===== config.mk =====
export PLATFORM = sky130hd
export DESIGN_NAME = keyframe_linear_interpolator_core
export DESIGN_NICKNAME = d
export VERILOG_FILES = /design/src/sv/kli_pkg.sv /design/src/sv/kli_ram.sv /design/src/sv/keyframe_linear_interpolator_core.sv
export VERILOG_INCLUDE_DIRS = /design/src /design/src/sv
export SDC_FILE = /design/constraint.sdc
export NUM_CORES = 2
export LEC_CHECK = 0
export BUFFER_PORTS_ARGS = -buffer_cell sky130_fd_sc_hd__clkbuf_2
export CAP_MARGIN = 20
export CELL_PAD_IN_SITES_DETAIL_PLACEMENT = 0
export CELL_PAD_IN_SITES_GLOBAL_PLACEMENT = 1
export CORE_MARGIN = 5
export CORE_UTILIZATION = 29
export CTS_CLUSTER_DIAMETER = 150
export DETAILED_ROUTE_END_ITERATION = 6
export PLACE_DENSITY_LB_ADDON = 0.1
export SKIP_LAST_GASP = 1
export SYNTH_ARGS = -nofsm -noshare
export SYNTH_HDL_FRONTEND = slang
export SYNTH_SLANG_ARGS = --single-unit

===== constraint.sdc =====
create_clock -name clk -period 9.2 [get_ports clk]
set_input_delay 1.84 -clock clk [delete_from_list [all_inputs] [get_ports clk]]
set_output_delay 1.84 -clock clk [all_outputs]
set_load 0.05 [all_outputs]

===== src/sv/keyframe_linear_interpolator_core_assert.svh =====
// ----------------------------------------------------------------------------
// Keyframe interpolator assertion macros
// Shared concurrent assertion forms, clocked on clk, off during reset.
// ----------------------------------------------------------------------------
`ifndef KEYFRAME_LINEAR_INTERPOLATOR_CORE_ASSERT_SVH
`define KEYFRAME_LINEAR_INTERPOLATOR_CORE_ASSERT_SVH

// same-cycle implication
`define KLI_ASSERT_HOLDS(label, ante, cons, msg) \
	label: assert property (@(posedge clk) disable iff (!arst_n) (ante) |-> (cons)) \
		else $error(msg);

// next-cycle implication
`define KLI_ASSERT_NEXT(label, ante, cons, msg) \
	label: assert property (@(posedge clk) disable iff (!arst_n) (ante) |=> (cons)) \
		else $error(msg);

`endif


===== src/sv/kli_pkg.sv =====
// ----------------------------------------------------------------------------
// Keyframe interpolator package
// Field widths, stream packing, opcodes and sequencer state codes.
// ----------------------------------------------------------------------------
`default_nettype none

package kli_pkg;

	localparam int KC_W      = 5;
	localparam int IDX_W     = 4;
	localparam int TIME_W    = 32;
	localparam int VAL_W     = 32;
	localparam int SEG_W     = 4;
	localparam int S_TDATA_W = 104;
	localparam int M_TDATA_W = 40;

	localparam logic OP_LOAD  = 1'b0;
	localparam logic OP_QUERY = 1'b1;

	typedef enum logic [7:0] {
		ST_IDLE  = 8'b0000_0001,
		ST_FIRST = 8'b0000_0010,
		ST_CHK   = 8'b0000_0100,
		ST_DIV   = 8'b0000_1000,
		ST_MUL1  = 8'b0001_0000,
		ST_MUL2  = 8'b0010_0000,
		ST_RES   = 8'b0100_0000,
		ST_END   = 8'b1000_0000
	} state_t;

	typedef struct packed {
		logic [TIME_W-1:0] t;
		logic [VAL_W-1:0]  v;
	} key_t;

	typedef struct packed {
		logic [VAL_W-1:0] value;
		logic [SEG_W-1:0] seg;
	} result_t;

endpackage

`default_nettype wire


===== src/sv/kli_ram.sv =====
// ----------------------------------------------------------------------------
// Generic single-port-write RAM
// One write port, one read port, read data registered.
// ----------------------------------------------------------------------------
`default_nettype none

module kli_ram #(
	parameter int WIDTH = 64,
	parameter int DEPTH = 16,
	localparam int AW = $clog2(DEPTH)
) (
	input  logic             clk,
	input  logic             we,
	input  logic [AW-1:0]    waddr,
	input  logic [WIDTH-1:0] wdata,
	input  logic             re,
	input  logic [AW-1:0]    raddr,
	output logic [WIDTH-1:0] rdata
);

	logic [WIDTH-1:0] mem [DEPTH];

	always_ff @(posedge clk) begin
		if (we) begin
			mem[waddr] <= wdata;
		end
		if (re) begin
			rdata <= mem[raddr];
		end
	end

endmodule

`default_nettype wire


===== src/sv/keyframe_linear_interpolator_core.sv =====
// ----------------------------------------------------------------------------
// Keyframe linear interpolator
// Keyframe table in RAM, segment walk with serial divide and shared multiplier.
// ----------------------------------------------------------------------------
// A load transfer (tuser 0) writes one keyframe slot (key_index below
// MAX_KEYS). A query transfer (tuser 1) walks the segments of the first
// key_count keyframes (at most MAX_KEYS), one RAM read per cycle while no
// segment matches. For each segment containing the query time it runs a
// one-bit-per-cycle divide for the blend factor, two passes through one
// multiplier and one rounding add, or skips the divide when that segment's two times are equal.
// Results are held one deep so the final one can carry tlast; output stalls
// hold the walk. A query with fewer than two keys gives no result.
// Write key_count only while no query is in flight.
`default_nettype none

`include "keyframe_linear_interpolator_core_assert.svh"

module keyframe_linear_interpolator_core
	import kli_pkg::*;
#(
	parameter int MAX_KEYS      = 16,
	parameter int FRACTION_BITS = 16
) (
	input  logic                 clk,
	input  logic                 arst_n,
	input  logic                 cfg_valid,
	output logic                 cfg_ready,
	input  logic [KC_W-1:0]      cfg_data,       // key_count
	input  logic                 s_axis_tvalid,
	output logic                 s_axis_tready,
	input  logic [S_TDATA_W-1:0] s_axis_tdata,   // key_index, key_time, key_value, query_time
	input  logic                 s_axis_tuser,   // opcode
	output logic                 m_axis_tvalid,
	input  logic                 m_axis_tready,
	output logic [M_TDATA_W-1:0] m_axis_tdata,   // tween_value, segment_index
	output logic                 m_axis_tlast
);

	localparam int AW      = $clog2(MAX_KEYS);
	localparam int FB      = FRACTION_BITS;
	localparam int CNT_W   = $clog2(FB + 1);
	localparam int IW      = KC_W + 1;
	localparam int PROD_W  = TIME_W + FB + 1;
	localparam int SUM_W   = PROD_W + 1;
	localparam logic [FB:0]      ONE_FIX = {1'b1, {FB{1'b0}}};
	localparam logic [SUM_W-1:0] HALF    = SUM_W'(1) << (FB - 1);

	state_t                state_q;
	logic [KC_W-1:0]       key_count_q;
	logic [KC_W-1:0]       n_q;
	logic [KC_W-1:0]       idx_q;
	logic [TIME_W-1:0]     q_q;
	key_t                  prev_q;
	key_t                  cur_q;
	logic [TIME_W:0]       rem_q;
	logic [TIME_W-1:0]     d_q;
	logic [FB:0]           f_q;
	logic [CNT_W-1:0]      cnt_q;
	logic [PROD_W-1:0]     prod_q;
	logic [PROD_W-1:0]     acc_q;
	result_t               pend_q;
	logic                  pend_v_q;
	result_t               out_q;
	logic                  out_last_q;
	logic                  out_v_q;

	logic                  in_xfer;
	logic [IDX_W-1:0]      in_index;
	logic [TIME_W-1:0]     in_time;
	logic [VAL_W-1:0]      in_value;
	logic [TIME_W-1:0]     in_query;
	logic [KC_W-1:0]       n_sel;
	logic                  n_ok;
	logic                  slot_ok;
	logic                  ram_we;
	logic                  ram_re;
	logic [IW-1:0]         rd_idx;
	logic [$bits(key_t)-1:0] ram_rdata;
	key_t                  rd_key;
	logic                  match;
	logic                  at_end;
	logic                  out_free;
	logic                  res_go;
	logic                  push;
	logic                  div_ge;
	logic [TIME_W:0]       rem_nx;
	logic [TIME_W-1:0]     mul_a;
	logic [FB:0]           mul_b;
	logic [PROD_W-1:0]     mul_p;
	logic [SUM_W-1:0]      sum;
	logic [VAL_W-1:0]      res_value;

	assign in_xfer  = s_axis_tvalid && s_axis_tready;
	assign in_index = s_axis_tdata[3:0];
	assign in_time  = s_axis_tdata[35:4];
	assign in_value = s_axis_tdata[67:36];
	assign in_query = s_axis_tdata[99:68];

	assign n_sel   = (int'(key_count_q) > MAX_KEYS) ? KC_W'(MAX_KEYS) : key_count_q;
	assign n_ok    = n_sel >= KC_W'(2);
	assign slot_ok = int'(in_index) < MAX_KEYS;
	assign ram_we  = in_xfer && (s_axis_tuser == OP_LOAD) && slot_ok;

	assign rd_key   = key_t'(ram_rdata);
	assign match    = (q_q >= prev_q.t) && (q_q <= rd_key.t);
	assign at_end   = (IW'(idx_q) + IW'(2)) == IW'(n_q);
	assign out_free = !out_v_q || m_axis_tready;
	assign res_go   = !pend_v_q || out_free;
	assign push     = pend_v_q && out_free && ((state_q == ST_RES) || (state_q == ST_END));

	always_comb begin
		ram_re = 1'b0;
		rd_idx = '0;
		case (state_q)
			ST_IDLE: begin
				ram_re = in_xfer && (s_axis_tuser == OP_QUERY) && n_ok;
			end
			ST_FIRST: begin
				ram_re = 1'b1;
				rd_idx = IW'(1);
			end
			ST_CHK: begin
				ram_re = !match && !at_end;
				rd_idx = IW'(idx_q) + IW'(2);
			end
			ST_RES: begin
				ram_re = res_go && !at_end;
				rd_idx = IW'(idx_q) + IW'(2);
			end
			default: begin
				ram_re = 1'b0;
			end
		endcase
	end

	kli_ram #(
		.WIDTH ($bits(key_t)),
		.DEPTH (MAX_KEYS)
	) u_keys (
		.clk   (clk),
		.we    (ram_we),
		.waddr (AW'(in_index)),
		.wdata ({in_time, in_value}),
		.re    (ram_re),
		.raddr (AW'(rd_idx)),
		.rdata (ram_rdata)
	);

	// restoring divide step, remainder stays below twice the divisor
	assign div_ge = rem_q >= {1'b0, d_q};
	assign rem_nx = div_ge ? (rem_q - {1'b0, d_q}) : rem_q;

	// offset-binary operands, weights 1.0-f then f
	assign mul_a = (state_q == ST_MUL1) ? {~prev_q.v[VAL_W-1], prev_q.v[VAL_W-2:0]}
	                                    : {~cur_q.v[VAL_W-1], cur_q.v[VAL_W-2:0]};
	assign mul_b = (state_q == ST_MUL1) ? (ONE_FIX - f_q) : f_q;
	assign mul_p = {{(FB + 1){1'b0}}, mul_a} * {{TIME_W{1'b0}}, mul_b};

	assign sum       = {1'b0, acc_q} + {1'b0, prod_q} + HALF;
	assign res_value = {~sum[FB+VAL_W-1], sum[FB+VAL_W-2:FB]};

	always_ff @(posedge clk or negedge arst_n) begin
		if (!arst_n) begin
			state_q     <= ST_IDLE;
			key_count_q <= '0;
			pend_v_q    <= 1'b0;
			out_v_q     <= 1'b0;
		end else begin
			if (cfg_valid && cfg_ready) begin
				key_count_q <= cfg_data;
			end
			if (push) begin
				out_v_q <= 1'b1;
			end else if (m_axis_tvalid && m_axis_tready) begin
				out_v_q <= 1'b0;
			end
			case (state_q)
				ST_IDLE: begin
					if (in_xfer && (s_axis_tuser == OP_QUERY) && n_ok) begin
						state_q <= ST_FIRST;
					end
				end
				ST_FIRST: begin
					state_q <= ST_CHK;
				end
				ST_CHK: begin
					if (match) begin
						state_q <= (rd_key.t == prev_q.t) ? ST_MUL1 : ST_DIV;
					end else if (at_end) begin
						state_q <= ST_END;
					end
				end
				ST_DIV: begin
					if (cnt_q == '0) begin
						state_q <= ST_MUL1;
					end
				end
				ST_MUL1: begin
					state_q <= ST_MUL2;
				end
				ST_MUL2: begin
					state_q <= ST_RES;
				end
				ST_RES: begin
					if (res_go) begin
						pend_v_q <= 1'b1;
						state_q  <= at_end ? ST_END : ST_CHK;
					end
				end
				ST_END: begin
					if (!pend_v_q) begin
						state_q <= ST_IDLE;
					end else if (out_free) begin
						pend_v_q <= 1'b0;
						state_q  <= ST_IDLE;
					end
				end
				default: begin
					state_q <= ST_IDLE;
				end
			endcase
		end
	end

	always_ff @(posedge clk) begin
		case (state_q)
			ST_IDLE: begin
				if (in_xfer) begin
					q_q   <= in_query;
					n_q   <= n_sel;
					idx_q <= '0;
				end
			end
			ST_FIRST: begin
				prev_q <= rd_key;
			end
			ST_CHK: begin
				cur_q <= rd_key;
				rem_q <= {1'b0, q_q - prev_q.t};
				d_q   <= rd_key.t - prev_q.t;
				f_q   <= '0;
				cnt_q <= CNT_W'(FB);
				if (!match) begin
					prev_q <= rd_key;
					idx_q  <= idx_q + KC_W'(1);
				end
			end
			ST_DIV: begin
				f_q   <= {f_q[FB-1:0], div_ge};
				rem_q <= {rem_nx[TIME_W-1:0], 1'b0};
				cnt_q <= cnt_q - CNT_W'(1);
			end
			ST_MUL1: begin
				prod_q <= mul_p;
			end
			ST_MUL2: begin
				acc_q  <= prod_q;
				prod_q <= mul_p;
			end
			ST_RES: begin
				if (res_go) begin
					pend_q <= '{value: res_value, seg: idx_q[SEG_W-1:0]};
					prev_q <= cur_q;
					idx_q  <= idx_q + KC_W'(1);
				end
			end
			default: begin
			end
		endcase
		if (push) begin
			out_q      <= pend_q;
			out_last_q <= (state_q == ST_END);
		end
	end

	assign cfg_ready     = 1'b1;
	assign s_axis_tready = (state_q == ST_IDLE);
	assign m_axis_tvalid = out_v_q;
	assign m_axis_tdata  = {{(M_TDATA_W - VAL_W - SEG_W){1'b0}}, out_q.seg, out_q.value};
	assign m_axis_tlast  = out_last_q;

	`KLI_ASSERT_HOLDS(a_idle_no_pend, state_q == ST_IDLE, !pend_v_q, "result stranded in idle")
	`KLI_ASSERT_HOLDS(a_factor_range, state_q == ST_MUL1, f_q <= ONE_FIX, "blend factor above one")
	`KLI_ASSERT_NEXT(a_last_ends, push && (state_q == ST_END), state_q == ST_IDLE, "walk past last")

endmodule

`default_nettype wire

==> flow_summary_export.csv <==
group,metric,value,unit
detailed_routing,drc,0,
global_routing,grt_pass1_vias,55640,
sta,relSlewSlack,29.00,%
logic_synthesis,synth_flop_cell,"edfxtp_1",
sta,hold_viol,0,
detailed_routing,drt_first_pass_iters,5,
floorplanning,dieArea,299200,sq um
place,dp_hpwl,169.8,mm
clocking,cts.sinks,1529,
global_routing,grt_pass1_wl,375.2,mm
critical_path,cpPeakStageDelay,0.57,ns
global_routing,grt_usage,16.58,%
floorplanning,num_rows,197,
detailed_routing,viasPerCell,4.740,
detailed_routing,ant_nets,0,
clocking,root_buffer,"clkbuf_16",
logic_synthesis,syn-instance-count,7321,
place,preCtsSetupSlack,0.3571,ns
cells_and_area,drive_above_1_share,8.815,%
critical_path,regToRegSetupSlack,0.50,ns
floorplanning,initial_utilization,29.07,%
floorplanning,dieHeight,547.0,um
clocking,clockBufferDepth,4,
clocking,path_clk_slew,0.06,ns
detailed_routing,finalWirelength,253.5,mm
critical_path,cp_max_fo,48,
critical_path,r2r_cells,30,
logic_synthesis,synth_area_leaders,"edfxtp_1 54%, fa_1 11%, nand2_1 7.9%, ha_1 5.1%, inv_1 3.2%",
cells_and_area,final_nets,8437,
critical_path,path_class,"reg -> reg",
cells_and_area,layout_commonest_cell,"nand2_1",
run_status,run_status,"complete, no violations",
job,max_cap_violations,0,
logic_synthesis,yosys.area.top_type,"edfxtp_1",
logic_synthesis,syn_area,83620,sq um
critical_path,cpMostUsedCell,"fa_1",
critical_path,end_kind,"register",
floorplanning,coreArea,287700,sq um
clocking,cts_tree,"yes",
sta,worst_slack,0.5011,ns
floorplanning,io_pins,159,
critical_path,r2r-end,"prod_q[46]",
logic_synthesis,ys.warnings.count,0,
min_path,hold_class,"reg -> reg",
cells_and_area,final_cell_mix,"1756 x nand2_1, 1514 x edfxtp_1, 715 x inv_1",
logic_synthesis,synth_edf_count,1514,
logic_synthesis,synth_top_area_share,54.37,%
sta,worst_pin_slew,1.063,ns
sta,final.period_utilization,94.55,%
sta,rsz0062_at_grt,"false",
clocking,cts.htree.levels,4,
place,port_buffers,149,
clocking,ctsHoldBuffers,0,
critical_path,crit_start,"state_q[7]",
detailed_routing,vias,54310,
global_routing,grt.overflow.total,0,
clocking,clock_latency,0.86,ns
place,gp_congestion,0.7889,
cells_and_area,fillers,28800,
logic_synthesis,synth_cell_types,83,
critical_path,required,9.82,ns
global_routing,antenna_found_initial,41,
sta,period_minus_slack,8.699,ns
detailed_routing,drt_iter0_markers,3242,
detailed_routing,avgRoutedWirePerCell,22.13,um
global_routing,grt_max_degree,146,
logic_synthesis,ys_seq_area_share,54.82,%
sta,fin_setup_tns,0,ns
cells_and_area,synthToLayoutAreaGrowth,14.35,%
cells_and_area,postLayoutCoreUtil,33.24,%
logic_synthesis,postSynth.asyncResetShare,0.9810,%
critical_path,start_kind,"register",
sta,finalSetupViolCount,0,
critical_path,crit_end,"prod_q[46]",
sta,fmax,115.0,MHz
logic_synthesis,ys_ff_latch,1529,
critical_path,cpMaxStageDelayCell,"fa_1",
floorplanning,die_x,547.0,um
clocking,cts_buffers,183,
sta,finClkSkew,0.09315,ns
critical_path,reg2reg_from,"state_q[7]",
logic_synthesis,avgSynthCellArea,11.42,sq um
sta,drv_slew,0,
critical_path,worstPathArrival,9.32,ns
==> critical path: cells and delay by family (launching register included) <==
kind / cells / cell delay, ns
AOI/OAI and AO/OA: 7 / 1.66
adders and majority gates: 7 / 3.42
buffers and inverters: 8 / 0.95
DFF: 1 / 0.50
and+or+nand+nor: 8 / 1.85
==> kinds of logic after synthesis <==
family	synth area share, %
compound gates	7.649
xor+xnor	1.938
fa+ha+maj	15.90
buf+inv	4.790
flops	54.82
mux	0.8095
other cells	0.008981
simple gates	14.08
==> synth_stat cells, types with 9 or more instances <==
cell and n:
or2_2 10, inv_1 719, a21boi_0 10, a211o_1 9, o21ai_0 139, nand4_1 35
dfrtp_1 14, a31oi_1 86, buf_2 18, clkbuf_1 286, nand3_1 294, o21bai_1 19
and2_1 31, nor3_1 50, o211ai_1 19, and3_1 144, nor3b_1 11, ha_1 341
or3_1 17, nor2_1 318, fa_1 451, xor2_1 66, a211oi_1 25, a21oi_1 215
nand2_1 1759, xnor2_1 119, o21a_1 22, nand2b_1 35, a311oi_1 200, edfxtp_1 1514
buf_1 22, o31ai_1 20, a21o_1 82, mux2i_1 62, nor2b_1 23
==> metrics by stage <==
step,hold WS (ns),area (sq um),cells
after floorplan,0.4003,83630,7324
after global placement,0.4060,89850,11120
after detailed placement,0.4045,89850,11120
after CTS,0.4176,95560,11450
after global routing,0.4208,95600,11450
final,0.4157,95620,11460
==> layer usage <==
metal  wire [um]  part of all wire (%)  GRT usage [%]  vias to the layer above
met5         266                  0.10              0                        -
met3       10340                   4.1          2.522                      293
met2      118600                    47          27.22                      883
met4        4318                   1.7          3.022                       38
li1            -                     -              -                    25810
met1      120000                    47          23.44                    27280
==> cell type report <==
class	instances	area, sq um	area share [%]
timing repair buffer	355	2509	2.624
inverter	719	2701	2.825
clock inverter	82	809.5	0.8466
clock buffer	242	4906	5.131
antenna	7	17.52	0.01832
sequential	1529	45840	47.94
tap	3781	4731	4.948
multi-input combinational	4742	34100	35.67
==> timing repair <==
item,in CTS,in global routing
endpoints found under the hold margin,0,0
setup buffers,0,1
endpoints found under the setup margin,0,3
gates resized for setup,0,2
==> registers in the layout, indices dropped and copies added (netlist names), 5 cells and up <==
signal and count:
m_axis_tdata 36, prod_q 48, u_keys.rdata 64, d_q 32
idx_q 5, cur_q 64, q_q 32, pend_q 36
rem_q 33, f_q 17, acc_q 48, state_q 8
cnt_q 5, n_q 5, key_count_q 5, u_keys.mem 1024
prev_q 64
==> how the worst min path moves through the flow <==
stage	cells after the start	end	from	slack, ns
5_1_grt	0	m_axis_tdata[7]	pend_q[11]	0.42
3_5_place_dp	0	m_axis_tdata[20]	pend_q[24]	0.40
3_3_place_gp	0	m_axis_tdata[29]	pend_q[33]	0.41
4_1_cts	0	m_axis_tdata[7]	pend_q[11]	0.42
6_report	0	m_axis_tdata[7]	pend_q[11]	0.42
2_1_floorplan	0	m_axis_tdata[0]	pend_q[4]	0.40
Power is not shown: default switching activity piles up to over one toggle a cycle in this logic, so the estimate is an artifact.
